==> config.mk <==
export PLATFORM = sky130hd
export DESIGN_NAME = fpa_front
export DESIGN_NICKNAME = d
export VERILOG_FILES = /design/src/rtl/fpa_pkg.sv /design/src/rtl/fpa_front.sv
export SDC_FILE = /design/constraint.sdc
export NUM_CORES = 2
export LEC_CHECK = 0
export BUFFER_PORTS_ARGS = -buffer_cell sky130_fd_sc_hd__buf_2
export CAP_MARGIN = 0
export CORE_AREA = 2 2 231 278
export DETAILED_ROUTE_END_ITERATION = 7
export DIE_AREA = 0 0 233 280
export PLACE_DENSITY = 0.7
export SETUP_SLACK_MARGIN = 0.4
export SLEW_MARGIN = 25
export SYNTH_ARGS = -nofsm -noshare
export SYNTH_HDL_FRONTEND = slang
export SYNTH_SLANG_ARGS = --single-unit
==> constraint.sdc <==
create_clock -name clk -period 3.15 [get_ports clk]
set_clock_uncertainty 0.2 [all_clocks]
set_input_delay 0.315 -clock clk [delete_from_list [all_inputs] [get_ports clk]]
set_output_delay 0.315 -clock clk [all_outputs]
set_load 0.01 [all_outputs]
==> src/rtl/fpa_pkg.sv <==
// Package: opcodes, widths and the divider cell's control payload.
package fpa_pkg;
    localparam int FRAC_BITS = 8;
    localparam int DATA_W    = 32;
    localparam int DIVD_W    = DATA_W + FRAC_BITS;
    // the magnitude quotient needs the full dividend width
    localparam int QUOT_W    = DIVD_W;
    localparam int STAGES    = QUOT_W;

    typedef enum logic [3:0] {
        OP_ADD     = 4'd0,
        OP_SUB     = 4'd1,
        OP_MUL     = 4'd2,
        OP_DIV     = 4'd3,
        OP_GT      = 4'd4,
        OP_LT      = 4'd5,
        OP_GE      = 4'd6,
        OP_LE      = 4'd7,
        OP_EQ      = 4'd8,
        OP_NE      = 4'd9,
        OP_MIN     = 4'd10,
        OP_MAX     = 4'd11,
        OP_INC     = 4'd12,
        OP_DEC     = 4'd13,
        OP_TOINT   = 4'd14,
        OP_FROMINT = 4'd15
    } op_t;

    // what travels alongside the divider data through each cell
    typedef struct packed {
        logic              vld;
        logic              is_div;
        logic              neg_q;
        logic              dz;
        logic              cmp;
        logic [DATA_W-1:0] val;
    } ctl_t;
endpackage

==> src/rtl/fpa_front.sv <==
// Front stage: decodes the op, computes the non-divide ops and the product, preps the divide.
module fpa_front (
    input  logic                         clk,
    input  logic                         rst_n,
    input  logic                         adv,
    input  logic                         in_vld,
    input  logic [3:0]                   op,
    input  logic signed [fpa_pkg::DATA_W-1:0] operand_a,
    input  logic signed [fpa_pkg::DATA_W-1:0] operand_b,
    output fpa_pkg::ctl_t                ctl_out,
    output logic [fpa_pkg::DIVD_W-1:0]   dvd_out,
    output logic [fpa_pkg::DATA_W-1:0]   dvs_out
);
    import fpa_pkg::*;

    logic                       vld_reg;
    ctl_t                       ctl_reg;
    logic [DIVD_W-1:0]          dvd_reg;
    logic [DATA_W-1:0]          dvs_reg;
    logic                       mul_reg;
    logic signed [2*DATA_W-1:0] prod_reg;
    ctl_t                       ctl_next;
    logic [DATA_W-1:0]          mag_a;
    logic [DATA_W-1:0]          mag_b;
    logic                       lt;
    logic                       gt;
    logic signed [2*DATA_W-1:0] prod_next;

    always_comb
    begin
        lt        = operand_a < operand_b;
        gt        = operand_a > operand_b;
        mag_a     = operand_a[DATA_W-1] ? DATA_W'(-operand_a) : DATA_W'(operand_a);
        mag_b     = operand_b[DATA_W-1] ? DATA_W'(-operand_b) : DATA_W'(operand_b);
        prod_next = operand_a * operand_b;
        ctl_next  = '0;
        ctl_next.vld = in_vld;
        case (op_t'(op))
            OP_ADD:     ctl_next.val = operand_a + operand_b;
            OP_SUB:     ctl_next.val = operand_a - operand_b;
            OP_DIV:
            begin
                ctl_next.is_div = (operand_b != '0);
                ctl_next.dz     = (operand_b == '0);
                ctl_next.neg_q  = operand_a[DATA_W-1] ^ operand_b[DATA_W-1];
            end
            OP_GT:      ctl_next.cmp = gt;
            OP_LT:      ctl_next.cmp = lt;
            OP_GE:      ctl_next.cmp = ~lt;
            OP_LE:      ctl_next.cmp = ~gt;
            OP_EQ:      ctl_next.cmp = (operand_a == operand_b);
            OP_NE:      ctl_next.cmp = (operand_a != operand_b);
            OP_MIN:     ctl_next.val = lt ? operand_a : operand_b;
            OP_MAX:     ctl_next.val = gt ? operand_a : operand_b;
            OP_INC:     ctl_next.val = operand_a + DATA_W'(1);
            OP_DEC:     ctl_next.val = operand_a - DATA_W'(1);
            OP_TOINT:   ctl_next.val = DATA_W'(operand_a >>> FRAC_BITS);
            OP_FROMINT: ctl_next.val = DATA_W'(operand_a << FRAC_BITS);
            default:    ctl_next.val = '0;
        endcase
    end

    always_ff @(posedge clk or negedge rst_n)
    begin
        if (!rst_n)
        begin
            vld_reg <= 1'b0;
        end
        else if (adv)
        begin
            vld_reg <= in_vld;
        end
    end

    always_ff @(posedge clk)
    begin
        if (adv)
        begin
            ctl_reg  <= ctl_next;
            mul_reg  <= (op_t'(op) == OP_MUL);
            prod_reg <= prod_next;
            dvd_reg  <= {mag_a, {FRAC_BITS{1'b0}}};
            dvs_reg  <= mag_b;
        end
    end

    // the product is registered in prod_reg; shift it in after the register
    always_comb
    begin
        ctl_out     = ctl_reg;
        ctl_out.vld = vld_reg;
        if (mul_reg)
        begin
            ctl_out.val = DATA_W'(prod_reg >>> FRAC_BITS);
        end
    end

    assign dvd_out = dvd_reg;
    assign dvs_out = dvs_reg;
endmodule

After elaboration in Yosys (flattened, before gate mapping). Cells that the tools add are included.

Register bits after elaboration: 142. Input bits: 72. Output and inout bits: 109. Logic and storage cells: 51.

Add/sub/neg operators: 6. Multipliers: 1. $lt $le $gt $ge: 2. Eq/ne operators: 17. Multiplexer cells: 7. Bitwise operators: 3. Reductions and logical operators: 3.

Operators with widths (number): $pmux W32 S8 (1); $mux W32 (3); $neg A32 Y32 (2); $mux W31 (2); $mul A32 B32 Y40 (1); $add A32 B2 Y32 const B (1); $add A32 B32 Y32 (1); $eq A32 B32 Y1 (1); $eq A4 B4 Y1 const B (8); $gt A32 B32 Y1 (1); $logic_not A32 Y1 (1); $lt A32 B32 Y1 (1); $ne A32 B32 Y1 (1); $reduce_bool A32 Y1 (1); $sub A32 B2 Y32 const B (1); $sub A32 B32 Y32 (1); $eq A4 B3 Y1 const B (4); $eq A4 B2 Y1 const B (2); $pmux W1 S6 (1); $eq A4 B1 Y1 const B (1); $logic_not A4 Y1 (1); $not A1 Y1 (2); $xor A1 B1 Y1 (1).

Depth between registers and ports, before layout.
Depth after elaboration: 3. Depth in mapped cells: 28. Gate-level depth less buffers: 26.

Least setup slack after synthesis. No wires, ideal clock.

Path type: input port to flip-flop. Start point: input operand_b[10] (netlist name). End point: register prod_reg[39] (data pin). Arrival: 7.092 ns. Slack: -4.402 ns. Cell stages on the path: 28. Path buffers: 3. Path through: clkbuf_1 > clkbuf_1 > clkbuf_1 > nand2_1 > fa_1 > inv_1 > fa_1 > fa_1 > inv_1 > fa_1 > inv_1 > fa_1 > inv_1 > fa_1 > inv_1 > fa_1 > fa_1 > ha_1 > nand4_1 > nor2_1 > nand2_1 > o211ai_1 > a21oi_1 > a31oi_1 > a21oi_1 > o31ai_1 > a21oi_1 > xnor2_1.

Word-level cells in the longest chain between the ends: 1.

Ends and longest elaborated chain: from (decl) (line fpa_front.sv:9) `input logic signed [fpa_pkg::DATA_W-1:0] operand_b,`; $mul A32 B32 Y40 (line fpa_front.sv:35) `prod_next = operand_a * operand_b;`; net prod_next[39] (line fpa_front.sv:27) `logic signed [2*DATA_W-1:0] prod_next;`; to (signal assigned) (line fpa_front.sv:81) `prod_reg <= prod_next;`; to (decl) (line fpa_front.sv:21) `logic signed [2*DATA_W-1:0] prod_reg;`.

The timed path passes the listed nets, and every way through them passes these cells. A chain may end at the register's enable or synchronous reset.

Final worst setup path.
Start point: input operand_a[11] (netlist name). End point: register prod_reg[36] (data pin).

Word-level cells in the longest chain between the ends: 1.

Ends and longest elaborated chain: from (decl) (line fpa_front.sv:8) `input logic signed [fpa_pkg::DATA_W-1:0] operand_a,`; $mul A32 B32 Y40 (line fpa_front.sv:35); net prod_next[36] (line fpa_front.sv:27).

The timed path passes the listed nets, and every way through them passes these cells.

==> out/qor.yml <==
outcome:
  outcome: "complete, but fails checks"
  violations: "negative setup slack"
synthesis:
  synth_xor_xnor_area_share: 0.0556
  synthMuxAreaShare: 0.0145
  ys_async_sr_fraction: 0.00746
  synth_area_mm2: 0.0340
  synthCells: 3689
  ys_top_cells_by_area: "fa_1, edfxtp_1, ha_1"
  yosysUniqueCellTypes: 76
  yosys_warnings: 0
  synthAdderAreaFrac: 0.467
  synth_common_cells: "inv_1, fa_1, nand2_1"
  yosysSeqAreaShare: 0.118
  syn_area_per_cell_um2: 9.22
  synth-edff-count: 133
  yosys.area.top_type: "fa_1"
  synth_flop_cell: "edfxtp_1"
  synth.top_cell.area_share: 0.379
  yosysMostFrequentCell: "inv_1"
  synth_top_family_by_area: "adder cells"
  synth_seq_cells: 134
  yosys.area_share.simple: 0.159
  synth_compound_area_frac: 0.0784
worst_setup_path:
  cp_slowest_cell: "fa_1"
  end_kind: "flop"
  crit_path_max_fanout: 5
  required_ns: 3.22
  worstSetupPathType: "in2reg"
  cp-start-kind: "input pin"
  timing.rr.end: "vld_reg"
  reg2reg_slack_ns: 1.66
  r2r_cells: 2
  path_common_cell: "fa_1"
  rr_startpoint: "vld_reg"
  max_stage_delay_ns: 0.55
  cp_data_arrival_time_ns: 6.91
finish:
  synthToLayoutAreaGrowth_pct: 29.4
  final_nets: 5334
  multi_input_area_mm2: 0.0282
  regArea_mm2: 0.00402
  drive_gt1_frac: 0.288
  nFillCells: 4706
sta:
  finalSetupTns_ns: -138.99
  timing.hold.ws_ns: 0.0279
  timing.final.ws_setup_ns: -3.70
  hold_viol: 0
  fin_crit_ns: 6.85
  setup-violations-final: 70
  rsz0062_at_grt: "yes"
  relSlewSlack: 0.346
  fin_crit_sh: 2.17
  worst_pin_slew_ns: 0.978
  fmax_mhz: 146
  slew_violations: 0
run:
  cap_violations: 0
clock_tree:
  clockBufferDepth: 2
  numCtsBuffers: 17
  clock_sinks: 134
  insertion_delay_ns: 0.50
  htreeDepth: 4
  cts_tree: "built"
  root_buffer: "clkbuf_16"
  clk_pin_slew_ns: 0.08
route:
  wl_per_cell_um: 24.4
  drt_iter0_markers: 2564
  ant_nets: 0
  vias_per_cell: 5.70
  wl_mm: 127
  num_vias: 29800
  firstDrtPassIters: 7
  drcViolationCount: 0
hold_path:
  min-delay-start: "op[2]"
  min_to: "mul_reg"
  hold_path_depth: 3
  holdCritPathClass: "in2reg"
global_routing:
  grt_util_all_layers: 0.399
  grt_max_degree: 78
  grt_pass1_vias: 31500
  grt_pass1_wl_mm: 188
  antenna_found_initial: 15
  grt_overflow: 0
floorplanning:
  initial_core_util: 0.542
  core-area_mm2: 0.0628
  dieArea_mm2: 0.0652
  io_pins: 181
  num_rows: 101
  fp.dieW_um: 233
  die_h_um: 280
placed_design:
  port_buffers: 172
  post-dp-hpwl_mm: 103
  gp_congestion: 1.02
[final cells by class]
| class | instances | share of cell area |
|---|---|---|
| Clock inverter | 14 | 0.00321 |
| Timing Repair Buffer | 896 | 0.169 |
| Antenna cell | 14 | 0.000796 |
| Inverter | 720 | 0.0620 |
| Multi-Input combinational cell | 2610 | 0.641 |
| Tap cell | 824 | 0.0234 |
| Clock buffer | 18 | 0.00975 |
| Sequential cell | 134 | 0.0913 |
[critical path, delay by kind of cell]
family	cells	cell delay, ns
AOI/OAI and AO/OA	4	0.80
xor gates and xnor gates	1	0.15
adders and majority gates	9	4.27
buffers and inverters	8	0.74
and+or+nand+nor	6	0.61
[through the flow]
step	worst slack (ns)	util	instance area, µm²	std cells
after global routing	-3.91	0.701	44000	5226
final	-3.70	0.701	44000	5230
after floorplan	-3.84	-	34800	3696
after CTS	-3.67	0.680	42700	5174
after global placement	-4.33	0.645	40500	5099
after detailed placement	-4.42	0.645	40500	5099
[cell families after synthesis]
group                    Yosys count
buffers and inverters            953
AND/OR/NAND/NOR                 1058
other                              1
adder cells (fa/ha/maj)          883
flip-flops                       134
XOR/XNOR                         216
AO/OA/AOI/OAI                    399
multiplexers                      45
[routing by layer]
layer	routed length (µm)	track usage
met3	10800	0.0857
met1	41800	0.440
met4	14800	0.371
met5	39	0
met2	60000	0.640
[how the worst max path moves through the flow]
| stage | startpoint | endpoint | slack [ns] |
|---|---|---|---|
| CTS | operand_a[11] | prod_reg[39] | -3.67 |
| global route | operand_a[11] | prod_reg[39] | -3.91 |
| floorplan | operand_a[11] | prod_reg[39] | -3.84 |
| detailed placement | operand_a[7] | prod_reg[39] | -4.42 |
| global placement | operand_b[5] | prod_reg[39] | -4.33 |
| finish | operand_a[11] | prod_reg[36] | -3.70 |
[cells in the final DEF, fill, tap and decap left out, types with 13 or more instances in the layout]
master     count
o21ai_0       43
buf_8         23
xor2_1        35
a222oi_1      13
mux2_2        33
xnor2_1      157
a21o_1        40
inv_1        696
or3_1         15
nand2_1      372
buf_6         90
and2_1       363
xnor2_2       16
a21oi_1       73
a221o_1       19
and2_4        15
buf_4        596
ha_1         202
fa_2          25
nor3_1        13
edfxtp_1     133
nand4_1       13
buf_2        137
nor2_2        14
diode_2       14
buf_12        39
inv_2         19
clkbuf_16     18
ha_4          34
o21ai_2       13
o21ai_1       20
nand3_1       15
nand2b_1      22
fa_1         619
nor2_1       103
a21oi_2       29
[timing repair]
item,in CTS,in global routing
setup buffers,37,41
setup endpoints to repair,83,83
resized for setup,304,213
hold buffers,4,0
endpoints found under the hold margin,2,0
gates cloned,2,1
pin swaps,145,151
Power is not shown: default switching activity piles up to over one toggle a cycle in this logic, so the estimate is an artifact.
