[src/rtl/fpa_pkg.sv]
// Package: opcodes, widths and the divider cell's control payload.
package fpa_pkg;
    localparam int FRAC_BITS = 8;
    localparam int DATA_W    = 32;
    localparam int DIVD_W    = DATA_W + FRAC_BITS;
    // the magnitude quotient needs the full dividend width
    localparam int QUOT_W    = DIVD_W;
    localparam int STAGES    = QUOT_W;

    typedef enum logic [3:0] {
        OP_ADD     = 4'd0,
        OP_SUB     = 4'd1,
        OP_MUL     = 4'd2,
        OP_DIV     = 4'd3,
        OP_GT      = 4'd4,
        OP_LT      = 4'd5,
        OP_GE      = 4'd6,
        OP_LE      = 4'd7,
        OP_EQ      = 4'd8,
        OP_NE      = 4'd9,
        OP_MIN     = 4'd10,
        OP_MAX     = 4'd11,
        OP_INC     = 4'd12,
        OP_DEC     = 4'd13,
        OP_TOINT   = 4'd14,
        OP_FROMINT = 4'd15
    } op_t;

    // what travels alongside the divider data through each cell
    typedef struct packed {
        logic              vld;
        logic              is_div;
        logic              neg_q;
        logic              dz;
        logic              cmp;
        logic [DATA_W-1:0] val;
    } ctl_t;
endpackage

[src/rtl/fpa_cell.sv]
// One divider cell: a single restoring-division step plus the sideband registers.
module fpa_cell (
    input  logic                         clk,
    input  logic                         rst_n,
    input  logic                         adv,
    input  fpa_pkg::ctl_t                ctl_in,
    input  logic [fpa_pkg::DIVD_W-1:0]   rem_in,
    input  logic [fpa_pkg::DIVD_W-1:0]   dvd_in,
    input  logic [fpa_pkg::DATA_W-1:0]   dvs_in,
    output fpa_pkg::ctl_t                ctl_out,
    output logic [fpa_pkg::DIVD_W-1:0]   rem_out,
    output logic [fpa_pkg::DIVD_W-1:0]   dvd_out,
    output logic [fpa_pkg::DATA_W-1:0]   dvs_out
);
    import fpa_pkg::*;

    logic [DIVD_W-1:0] shifted;
    logic [DIVD_W:0]   diff;
    logic              fits;
    logic [DIVD_W-1:0] rem_next;
    logic [DIVD_W-1:0] dvd_next;
    logic              vld_reg;
    ctl_t              ctl_reg;
    logic [DIVD_W-1:0] rem_reg;
    logic [DIVD_W-1:0] dvd_reg;
    logic [DATA_W-1:0] dvs_reg;

    // dividend shifts out from the top; quotient bits fill in from the bottom
    always_comb
    begin
        shifted  = {rem_in[DIVD_W-2:0], dvd_in[DIVD_W-1]};
        diff     = {1'b0, shifted} - {{(DIVD_W-DATA_W+1){1'b0}}, dvs_in};
        fits     = ~diff[DIVD_W];
        rem_next = fits ? diff[DIVD_W-1:0] : shifted;
        dvd_next = {dvd_in[DIVD_W-2:0], fits};
    end

    always_ff @(posedge clk or negedge rst_n)
    begin
        if (!rst_n)
        begin
            vld_reg <= 1'b0;
        end
        else if (adv)
        begin
            vld_reg <= ctl_in.vld;
        end
    end

    always_ff @(posedge clk)
    begin
        if (adv)
        begin
            ctl_reg <= ctl_in;
            rem_reg <= rem_next;
            dvd_reg <= dvd_next;
            dvs_reg <= dvs_in;
        end
    end

    always_comb
    begin
        ctl_out     = ctl_reg;
        ctl_out.vld = vld_reg;
    end

    assign rem_out = rem_reg;
    assign dvd_out = dvd_reg;
    assign dvs_out = dvs_reg;
endmodule

[config.mk]
export PLATFORM = sky130hd
export DESIGN_NAME = fpa_cell
export DESIGN_NICKNAME = d
export VERILOG_FILES = /design/src/rtl/fpa_pkg.sv /design/src/rtl/fpa_cell.sv
export SDC_FILE = /design/constraint.sdc
export NUM_CORES = 1
export LEC_CHECK = 0
export BUFFER_PORTS_ARGS = -buffer_cell sky130_fd_sc_hd__buf_2
export CAP_MARGIN = 20
export CORE_AREA = 2 2 130 132
export DETAILED_ROUTE_END_ITERATION = 10
export DIE_AREA = 0 0 132 134
export PLACE_DENSITY = 0.8
export SYNTH_ARGS = -nofsm -noshare
export SYNTH_HDL_FRONTEND = slang
export SYNTH_SLANG_ARGS = --single-unit
[constraint.sdc]
create_clock -name clk -period 0.8 [get_ports clk]
set_input_delay 0.04 -clock clk [delete_from_list [all_inputs] [get_ports clk]]
set_output_delay 0.04 -clock clk [all_outputs]
set_load 0.05 [all_outputs]
After elaboration in Yosys (flattened, before gate mapping):

Cells that the tools add are included.

* flip-flop bits (word level): 149
* logic and storage cells: 12

* add/sub/neg operators: 1
* muxes and demuxes: 1
* bitwise gates (word level): 1

Operators with widths (count)
* subtractor 40 x 32 -> 41 bit: 1
* 2-to-1 mux 40 bit: 1
* NOT 1 bit: 1

Logic depth before layout (Yosys ltp):

Gate-level depths: netlist of run 1.

* depth in word-level cells: 2
* mapped depth: 14
* depth with buffers taken out: 13

Least setup slack after synthesis of run 1:

OpenSTA, ideal clock, no wires.

* path type: input -> register
* from: input dvd_in[39] in the netlist's numbering
* to: register rem_reg[34], in the netlist rem_out[34] (data pin)
* setup time: 0.271 ns
* arrival time: 2.365 ns
* required time: 0.529 ns
* slack: -1.836 ns
* stages: 12
* path through: inv_1 > ha_1 > fa_1 > nand2b_1 > a21oi_1 > o21ai_0 > a211o_1 > a31o_1 > or4b_1 > o211ai_1 > nor4_1 > xor2_1

* word-level cells in the longest chain between the ends: 2

RTL lines
* from (decl): RTL line fpa_cell.sv:8 `input logic [fpa_pkg::DIVD_W-1:0] dvd_in,`
* subtractor 40 x 32 -> 41 bit: RTL line fpa_cell.sv:32 `diff = {1'b0, shifted} - {{(DIVD_W-DATA_W+1){1'b0}}, dvs_in};`
* 2-to-1 mux 40 bit: RTL line fpa_cell.sv:34 `rem_next = fits ? diff[DIVD_W-1:0] : shifted;`
* named net rem_next[34]: RTL line fpa_cell.sv:20 `logic [DIVD_W-1:0] rem_next;`
* to (signal assigned): RTL line fpa_cell.sv:55 `rem_reg <= rem_next;`
* to (decl): RTL line fpa_cell.sv:24 `logic [DIVD_W-1:0] rem_reg;`

The timed path passes the listed nets, and every way through them passes these cells.
A chain may end at the register's enable or synchronous reset.

Worst setup path in the final report of run 1:

* from: input dvs_in[17] in the netlist's numbering
* to: register rem_reg[20], in the netlist rem_out[20] (data pin)

* word-level cells in the longest chain between the ends: 2

RTL lines
* from (decl): RTL line fpa_cell.sv:9 `input logic [fpa_pkg::DATA_W-1:0] dvs_in,`
* subtractor 40 x 32 -> 41 bit: RTL line fpa_cell.sv:32
* 2-to-1 mux 40 bit: RTL line fpa_cell.sv:34
* named net rem_next[20]: RTL line fpa_cell.sv:20

The timed path passes the listed nets, and every way through them passes these cells.

==> out/metrics.csv, run 1 <==
stage,metric,value,unit
outcome,outcome,finished with violations,
outcome,violated checks,setup timing,
detailed_routing,DR WL/cell,25.0,um
cts,CTS tree,done,
finish,Synth-to-Final Area Change,95.2,%
detailed_routing,vias,7701,
cts,CTS max path bufs,2,
synth,Post-Synth Adder-Cell Area,6.06,%
power,P per Cell Area,2090,nW/um^2
floorplanning,Starting Density,42.6,%
sta,setup ws final,-1.45,ns
power,peak supply drop,0.00142,V
synth,largest cells by area after synthesis,"edfxtp_1 (64%), ha_1 (5.8%), o21ai_0 (3.2%), xor2_1 (3.2%), nand2_1 (3.1%)",
detailed_routing,DRC errors left,0,
sta,RSZ-0062 raised after global routing,yes,
floorplanning,Top Ports,301,
synth,Yosys cell types,56,
floorplanning,DIE AREA,17700,um^2
sta,Clock Skew,0,ns
synth,fraction of the mapped netlist area in simple logic gates,9.33,%
floorplanning,row count,47,
worst_setup_path,crit end category,flop,
cts,CTS Root Cell,clkbuf_16,
global_route,first-pass GRT wire length,44100,um
worst_setup_path,Worst path max stage delay,0.44,ns
synth,syn_nets,734,
synth,largest family of logic cells by synthesized area,compound AO/OA/AOI/OAI gates,
finish,Layout Cells excl Fill,1371,
hold_path,Min-Delay Endpoint,rem_out[0],
synth,Synth Instances,549,
synth,most frequent cell after synthesis,edfxtp_1,
sta,Fin. Hold Viols,0,
synth,ys flop type,edfxtp_1,
cts,Clock Latency Late Sink,0.42,ns
detailed_routing,DRT iter0 DRCs,804,
placement,DP Wirelength,15700,um
sta,Slew @ Worst Pin,0.605,ns
placement,routability cong.,0.836,
synth,synthesized area per cell,12.6,um^2
worst_setup_path,R2R depth,1,
hold_path,hold path depth,3,
cts,H-Tree Depth,4,
hold_path,worst hold path class,in2reg,
global_route,total track usage,32.8,%
global_route,initial antenna violation count,3,
synth,largest area contributor in the netlist,edfxtp_1,
sta,max_slew headroom,59.2,%
synth,compound-gate portion of the synthesized area,12.3,%
detailed_routing,DR vias/cell,5.62,
worst_setup_path,Critical Path RT,0.96,ns
sta,final slew viol count,0,
synth,Seq cells post-synth,149,
sta,Final min period,2.25,ns
cts,CTS Sinks,149,
synth,synth cell count leaders,"edfxtp_1 (148), nand2_1 (58), o21ai_0 (44), a21oi_1 (40), inv_1 (38)",
hold_path,hold_sp,dvs_in[0],
sta,count of final setup violators,191,
worst_setup_path,crit-path cells,buf_2 > inv_1 > ha_1 > nand4_1 > or3_4 > o211a_1 > nor2_4 > nor2_4 > buf_12 > buf_12 > clkbuf_16 > nand2_2 > o21ai_2,
floorplanning,Die H,134,um
detailed_routing,post-route ant nets,0,
finish,layout cell share with drive strength beyond 1,50.2,%
synth,"EDFF count, synth",148,
placement,Cell Count Post-Placement,1175,
sta,Setup TNS,-89.26,ns
detailed_routing,Detailed Routing Iterations Pass 1,8,
worst_setup_path,Startpoint Class,input port,
global_route,GRT Residual Overflow,0,
worst_setup_path,Crit-path slowest cell,or3_4,
synth,share of the synthesized area in the top cell type,64.1,%
power,leakage power,5.84,nW
synth,mapped cell area,6940,um^2
worst_setup_path,Crit Path Class,in2reg,
worst_setup_path,CP bufs+invs,5,
placement,PortBufs,299,
synth,post-synthesis sequential area ratio,64.4,%
synth,ys async rst share,0.671,%
floorplanning,Die Wd,132,um
cts,CTS buffer count,17,
job,max_cap viols,0,
worst_setup_path,"Arr. time, crit path",2.41,ns
worst_setup_path,reg2reg setup slack,-0.03,ns
synth,xor/xnor share of the synthesized area,4.55,%
finish,Final #Nets,1320,
sta,Final period util,281,%
global_route,vias in the first global route,7595,
floorplanning,Core Area,16300,um^2
synth,Synth Warn #,0,
sta,fmax,444,MHz
detailed_routing,Routed WL,34200,um
worst_setup_path,crit-path leading delay family,simple AND/OR/NAND/NOR gates,
global_route,largest net degree at the start of global routing,37,
worst_setup_path,Critical R2R Capture,vld_reg,
synth,multiplexer area fraction after synthesis,0.307,%
power,total power draw,28.3,mW
worst_setup_path,worst reg2reg path startpoint,vld_reg,
cts,Clock transition at path regs,0.07,ns
worst_setup_path,CP max FO,7,
## area by class of cell
| class | instances | area, um^2 |
|---|---|---|
| fill | 726 | 2750 |
| clock inverter | 14 | 189 |
| inverter | 39 | 169 |
| multi-input combinational | 347 | 2860 |
| antenna | 3 | 7.51 |
| timing repair buffer | 581 | 5140 |
| sequential | 149 | 4470 |
| tap | 220 | 275 |
| clock buffer | 18 | 429 |
## layer usage
metal | routed length [um] | track usage (%)
met1 | 11300 | 34.3
met2 | 17100 | 60.2
met3 | 3260 | 8.31
met4 | 2650 | 18.5
met5 | 0 | 0
## cell families after synthesis
logic type | Yosys count
flip-flops | 149
XOR/XNOR | 36
multiplexers | 2
AO/OA/AOI/OAI | 139
AND/OR/NAND/NOR | 136
buffers and inverters | 54
adder cells (fa/ha/maj) | 33
## power by group
| group | leakage (nW) | internal, mW | switching, mW |
|---|---|---|---|
| combinational | 4.08 | 3.85 | 5.58 |
| clock | 0.297 | 5.03 | 3.82 |
| sequential | 1.46 | 9.54 | 0.483 |
## worst max path at each step
| stage | start | endpoint | cells after the start | slack [ns] |
|---|---|---|---|---|
| 3_3_place_gp | dvd_in[39] | rem_out[34] | 13 | -1.99 |
| 2_1_floorplan | dvd_in[39] | rem_out[34] | 12 | -1.65 |
| 6_report | dvs_in[17] | rem_out[20] | 13 | -1.45 |
| 4_1_cts | dvd_in[39] | rem_out[34] | 13 | -1.46 |
| 3_5_place_dp | dvd_in[39] | rem_out[34] | 13 | -2.05 |
| 5_1_grt | dvs_in[10] | rem_out[34] | 13 | -1.57 |
## metrics by stage
stage / hold slack (ns) / instance area [um^2] / setup WS, ns / utilization, %
final: 0.0366 / 13500 / -1.45 / 83.1
after global placement: -0.184 / 9840 / -1.99 / 60.4
after global routing: 0.0348 / 13500 / -1.57 / 83.1
after floorplan: -0.256 / 7180 / -1.65 / -
after detailed placement: -0.184 / 9840 / -2.05 / 60.4
after CTS: 0.0121 / 13000 / -1.46 / 79.7
## layout by cell type, fill, tap and decap left out, types with 18 or more instances in the layout
| cell type | synthesis | routed |
|---|---|---|
| clkbuf_16 | 0 | 19 |
| nor2_1 | 24 | 22 |
| inv_1 | 38 | 34 |
| dlygate4sd3_1 | 0 | 143 |
| nand2_1 | 58 | 44 |
| o21ai_2 | 0 | 18 |
| o21ai_0 | 44 | 23 |
| xor2_1 | 25 | 24 |
| edfxtp_1 | 148 | 148 |
| buf_6 | 0 | 160 |
| a21oi_1 | 40 | 27 |
| buf_2 | 3 | 143 |
| buf_4 | 1 | 121 |
## worst min-delay path, cell delays in order
cell,delay [ns]
buf_6,0.08
ha_4,0.11
o21ai_1,0.06
## timing repair
| action | CTS | global route |
|---|---|---|
| cloned | 1 | 3 |
| pin swaps | 17 | 27 |
| buffers inserted | 4 | 13 |
| hold buffers | 143 | 0 |
| gates resized for setup | 331 | 96 |
| setup endpoints to repair | 190 | 191 |
| endpoints found under the hold margin | 142 | 0 |
Note: power is estimated with default switching activity, not from simulation.
==> run 2: changes to the inputs <==
- PLACE_DENSITY: 0.8 -> 0.83
==> out/metrics.csv, run 2 (same netlist as run 1, synthesis figures left out) <==
stage,metric,value,unit,change
outcome,outcome,finished with violations,,
outcome,violated checks,setup timing,,
power,P per Cell Area,1990,nW/um^2,-4.7%
hold_path,worst hold path class,in2reg,,
sta,max_slew headroom,58.5,%,-0.70 points
global_route,first-pass GRT wire length,44300,um,+0.30%
worst_setup_path,Crit Path Class,in2reg,,
finish,Synth-to-Final Area Change,101,%,
floorplanning,Starting Density,42.6,%,unchanged
floorplanning,Die H,134,um,unchanged
sta,Setup TNS,-89.38,ns,-0.114 ns
worst_setup_path,R2R depth,1,,unchanged
cts,CTS Sinks,149,,unchanged
cts,Clock Latency Late Sink,0.43,ns,about the same
worst_setup_path,Critical R2R Capture,vld_reg,,
detailed_routing,Detailed Routing Iterations Pass 1,6,,-2
finish,"most common cell after layout, fill and taps aside",buf_6,,
placement,DP Area,9900,um^2,+0.58%
power,peak supply drop,0.00187,V,+32%
sta,Fin. Hold Viols,0,,unchanged
worst_setup_path,crit end category,flop,,
detailed_routing,DR vias/cell,5.67,,+1.0%
placement,routability cong.,0.903,,+8.1%
global_route,total track usage,33.1,%,+0.32 points
finish,most frequent cells in the layout,"buf_6 (168), edfxtp_1 (148), dlygate4sd3_1 (143), buf_2 (143), buf_4 (138)",,
finish,layout cell share with drive strength beyond 1,54.2,%,+4.0 points
cts,CTS tree,done,,
finish,footprint of the multi-input gates,3040,um^2,+6.3%
placement,Placement Setup Slack,-2.00,ns,+0.0428 ns
sta,Clock Skew,0,ns,unchanged
finish,design area,13900,um^2,+2.8%
worst_setup_path,Critical Path RT,0.98,ns,+0.02 ns
sta,Slew @ Worst Pin,0.616,ns,+0.0104 ns
power,leakage power,6.10,nW,+4.4%
placement,DP Wirelength,16100,um,+2.2%
cts,H-Tree Depth,4,,unchanged
worst_setup_path,CP max FO,5,,-2
floorplanning,Die Wd,132,um,unchanged
floorplanning,DIE AREA,17700,um^2,unchanged
finish,fillcell total,675,,-7.0%
cts,CTS max path bufs,2,,unchanged
finish,Register Area,4470,um^2,unchanged
detailed_routing,DRC errors left,0,,unchanged
hold_path,Min-Delay Endpoint,ctl_out[3],,
floorplanning,Core Area,16300,um^2,unchanged
cts,Clock transition at path regs,0.08,ns,about the same
global_route,initial antenna violation count,5,,+2
detailed_routing,vias,7937,,+3.1%
detailed_routing,DR WL/cell,25.2,um,+0.81%
job,max_cap viols,0,,unchanged
sta,fmax,450,MHz,+1.3%
detailed_routing,post-route ant nets,0,,unchanged
sta,Final min period,2.22,ns,-0.0292 ns
sta,RSZ-0062 raised after global routing,yes,,
hold_path,hold_sp,adv,,
sta,count of final setup violators,191,,unchanged
worst_setup_path,"Arr. time, crit path",2.41,ns,about the same
floorplanning,row count,47,,unchanged
global_route,GRT Residual Overflow,0,,unchanged
finish,Final #Nets,1345,,+1.9%
sta,Final period util,278,%,-3.6 points
detailed_routing,Routed WL,35200,um,+2.9%
sta,setup ws final,-1.42,ns,+0.0292 ns
global_route,largest net degree at the start of global routing,31,,-16%
floorplanning,Top Ports,301,,unchanged
detailed_routing,DRT iter0 DRCs,804,,unchanged
worst_setup_path,reg2reg setup slack,-0.06,ns,-0.03 ns
global_route,vias in the first global route,7642,,+0.62%
sta,final slew viol count,0,,unchanged
hold_path,hold path depth,1,,-2
cts,CTS buffer count,17,,unchanged
worst_setup_path,Startpoint Class,input port,,
worst_setup_path,worst reg2reg path startpoint,vld_reg,,
cts,CTS Root Cell,clkbuf_16,,
placement,PortBufs,299,,unchanged
-- run 2: changes by cell type in the layout (fill, tap and decap cells not counted), sizes merged --
cell / delta
inv: -2
diode: +3
nor2: -1
clkbuf: +2
clkinv: +5
buf: +24
bufinv: -3
-- run 2: how the worst max path moves through the flow --
stage / from / endpoint / cells past startpoint
final: dvs_in[10] / rem_out[34] / 13
after global routing: dvs_in[10] / rem_out[34] / 13
after CTS: dvd_in[39] / rem_out[34] / 13
after detailed placement: dvs_in[1] / rem_out[37] / 12
after global placement: dvd_in[39] / rem_out[34] / 13
after floorplan: dvd_in[39] / rem_out[34] / 12
-- run 2: cell type report --
| class | count | area share (%) |
|---|---|---|
| timing repair buffer | 607 | 38.6 |
| multi-input combinational | 346 | 21.8 |
| inverter | 39 | 1.25 |
| clock buffer | 18 | 3.08 |
| sequential | 149 | 32.1 |
| antenna | 6 | 0.108 |
| clock inverter | 14 | 1.02 |
| tap | 220 | 1.98 |
-- run 2: repair_timing --
action	4_1_cts	5_1_grt
pin swaps	19	43
cloned	0	6
setup endpoints to repair	190	190
resized for setup	351	149
setup buffers	9	18
hold buffers	142	1
endpoints found under the hold margin	142	1
-- run 2: layer usage --
layer	GRT usage (%)	wire [um]
met1	34.3	11500
met2	62.2	18000
met3	8.35	3090
met4	16.4	2700
met5	0	0
-- run 2: critical path, cell delays in order --
cell and delay, ns:
buf_2 0.10, inv_1 0.07, ha_4 0.29, buf_4 0.15
nand2_1 0.06, o21ai_1 0.23, nor3_1 0.10, a211o_1 0.31
a31o_1 0.21, or4b_1 0.47, o211ai_1 0.13, nor4_2 0.08
xor2_1 0.17
-- run 2: stage by stage --
step	instances	util, %	hold WS [ns]	total power [mW]
after detailed placement	1186	60.7	-0.180	16.7
after CTS	1369	80.5	-0.151	26.3
final	1399	85.5	0.0142	27.8
after global routing	1398	85.4	0.00524	28.3
after floorplan	549	-	-0.256	14.2
after global placement	1186	60.7	-0.185	16.6
-- run 2: power by group --
group | switching (mW) | internal (mW) | total [mW]
combinational | 5.65 | 3.97 | 9.61
clock | 3.95 | 4.14 | 8.09
sequential | 0.500 | 9.54 | 10.0
==> run 3: changes to the inputs <==
- PLACE_DENSITY: 0.83 -> 0.82
==> out/metrics.csv, run 3 (same netlist as run 1, synthesis figures left out) <==
stage,metric,value,unit,change
outcome,outcome,finished with violations,,
outcome,violated checks,setup timing,,
power,P per Cell Area,1990,nW/um^2,-0.12%
power,Seq pwr share,35.2,%,-1.0 points
floorplanning,Starting Density,42.6,%,unchanged
worst_setup_path,Crit Path Class,in2reg,,
power,cell-internal power,17.9,mW,+1.2%
job,max_cap viols,0,,unchanged
worst_setup_path,Crit-path slowest cell,or3_4,,
sta,Final period util,290,%,+12 points
worst_setup_path,CP max FO,5,,unchanged
worst_setup_path,Startpoint Class,input port,,
detailed_routing,DRT iter0 DRCs,1090,,+36%
power,Net Switching,10.7,mW,+6.0%
cts,H-Tree Depth,4,,unchanged
worst_setup_path,cell repeated most along the worst path,nor2_4,,
cts,Clock Latency Late Sink,0.44,ns,about the same
finish,"most common cell after layout, fill and taps aside",buf_6,,
floorplanning,Top Ports,301,,unchanged
detailed_routing,DRC errors left,0,,unchanged
detailed_routing,Routed WL,40200,um,+14%
placement,PortBufs,299,,unchanged
global_route,total track usage,39.0,%,+5.9 points
finish,Final #Nets,1355,,+0.74%
global_route,vias in the first global route,8389,,+9.8%
global_route,initial antenna violation count,3,,-2
detailed_routing,DR WL/cell,28.6,um,+14%
worst_setup_path,crit end category,flop,,
floorplanning,Die Wd,132,um,unchanged
sta,final slew viol count,0,,unchanged
placement,DP Wirelength,15800,um,-1.5%
sta,setup ws final,-1.52,ns,-0.0949 ns
global_route,GRT Residual Overflow,0,,unchanged
placement,Cell Count Post-Placement,1175,,-0.93%
floorplanning,row count,47,,unchanged
finish,Synth-to-Final Area Change,107,%,
finish,layout cell share with drive strength beyond 1,56.7,%,+2.5 points
finish,Layout Cells excl Fill,1406,,+0.50%
sta,Final min period,2.32,ns,+0.0949 ns
detailed_routing,DR vias/cell,5.97,,+5.3%
cts,CTS tree,done,,
global_route,first-pass GRT wire length,51100,um,+15%
power,Clock Power Share,29.2,%,about the same
worst_setup_path,crit-path cells,buf_2 > inv_2 > ha_4 > buf_6 > nand4_1 > or3_4 > o211a_1 > nor2_4 > nor2_4 > buf_12 > buf_4 > nor4_2 > xor2_1,,
sta,Fin. Hold Viols,0,,unchanged
sta,hold slack,0.0133,ns,-0.000912 ns
sta,Slew @ Worst Pin,0.566,ns,-0.0503 ns
global_route,largest net degree at the start of global routing,26,,-16%
power,combinational share of power,35.6,%,+1.0 points
power,leakage power,6.24,nW,+2.4%
detailed_routing,Detailed Routing Iterations Pass 1,6,,unchanged
cts,CTS Root Cell,clkbuf_16,,
sta,Clock Skew,0,ns,unchanged
cts,CTS Sinks,149,,unchanged
floorplanning,DIE AREA,17700,um^2,unchanged
sta,fmax,432,MHz,-4.1%
cts,CTS max path bufs,2,,unchanged
power,peak supply drop,0.00139,V,-25%
worst_setup_path,Critical Path RT,0.98,ns,about the same
sta,RSZ-0062 raised after global routing,yes,,
sta,max_slew headroom,61.9,%,+3.4 points
floorplanning,Core Area,16300,um^2,unchanged
detailed_routing,post-route ant nets,0,,unchanged
worst_setup_path,"Arr. time, crit path",2.49,ns,+0.08 ns
power,Sw Share,37.5,%,+1.1 points
worst_setup_path,crit-path leading delay family,simple AND/OR/NAND/NOR gates,,
detailed_routing,vias,8400,,+5.8%
worst_setup_path,Worst path max stage delay,0.47,ns,about the same
floorplanning,Die H,134,um,unchanged
worst_setup_path,CP bufs+invs,5,,+2
cts,Clock transition at path regs,0.09,ns,about the same
cts,CTS buffer count,17,,unchanged
cts,CTS hold repair buffers,143,,+0.70%
placement,routability cong.,0.844,,-6.6%
finish,most frequent cells in the layout,"buf_6 (171), edfxtp_1 (148), dlygate4sd3_1 (143)",,
sta,count of final setup violators,191,,unchanged
hold_path,worst hold path class,in2reg,,
run 3: changes by cell type in the layout (fill, tap and decap cells not counted), moves of 5 or more:
cell / before / now
o21ai_2: 27 / 34
nand2_2: 14 / 9
o21ai_0: 15 / 10
buf_16: 0 / 6
buf_12: 7 / 14
run 3: through the flow:
stage	area, um^2	power, mW	setup WS, ns	TNS, ns	utilization (%)
6_report	14300	28.6	-1.52	-96.49	88.1
5_1_grt	14300	29.0	-1.55	-99.21	88.1
4_1_cts	14000	26.6	-1.37	-83.67	85.9
3_5_place_dp	9830	16.7	-1.99	-70.64	60.3
3_3_place_gp	9830	16.6	-1.94	-69.60	60.3
2_1_floorplan	7180	14.2	-1.65	-56.19	-
run 3: timing repair:
| item | 4_1_cts | 5_1_grt |
|---|---|---|
| gates resized for setup | 470 | 104 |
| pin swaps | 43 | 49 |
| setup endpoints to repair | 190 | 191 |
| setup buffers | 35 | 22 |
| cloned | 10 | 0 |
| hold endpoints to repair | 142 | 1 |
run 3: per-layer routing:
metal  vias to the layer above  wire length (um)  share of wire, %  GRT usage [%]
met4                         0              3920               9.7           29.2
met2                       878             18700                47           66.4
li1                       3282                 -                 -              -
met1                      3926             12900                32           41.3
met5                         -                 0                 0              0
met3                       314              4620                11           11.2
run 3: final timing paths:
| path | end | depth (start not counted) | from | slack (ns) |
|---|---|---|---|---|
| worst max-delay path | rem_out[34] | 13 | dvs_in[16] | -1.52 |
| worst min-delay path | vld_reg | 2 | adv | 0.01 |
| worst max register to register | vld_reg | 1 | vld_reg | 0 |
| worst min register to register | vld_reg | 1 | vld_reg | 0.60 |
| max in group asynchronous | vld_reg | 3 | rst_n | 0.18 |
| min in group asynchronous | vld_reg | 3 | rst_n | 0.50 |
run 3: power groups by stage:
stage               Sequential, mW  Combinational [mW]  Clock, mW
floorplan                     12.6                1.65          0
global placement              9.83                6.74          0
detailed placement            9.85                6.84          0
CTS                           9.90                8.90       7.81
global route                  10.1                10.3       8.57
finish                        10.1                10.2       8.33
run 3: cell type report:
class / instances / area, um^2
antenna: 3 / 7.51
clock inverter: 14 / 141
tap: 220 / 275
inverter: 39 / 191
sequential: 149 / 4470
fill: 588 / 1940
clock buffer: 18 / 429
timing repair buffer: 617 / 5610
multi-input combinational: 346 / 3220
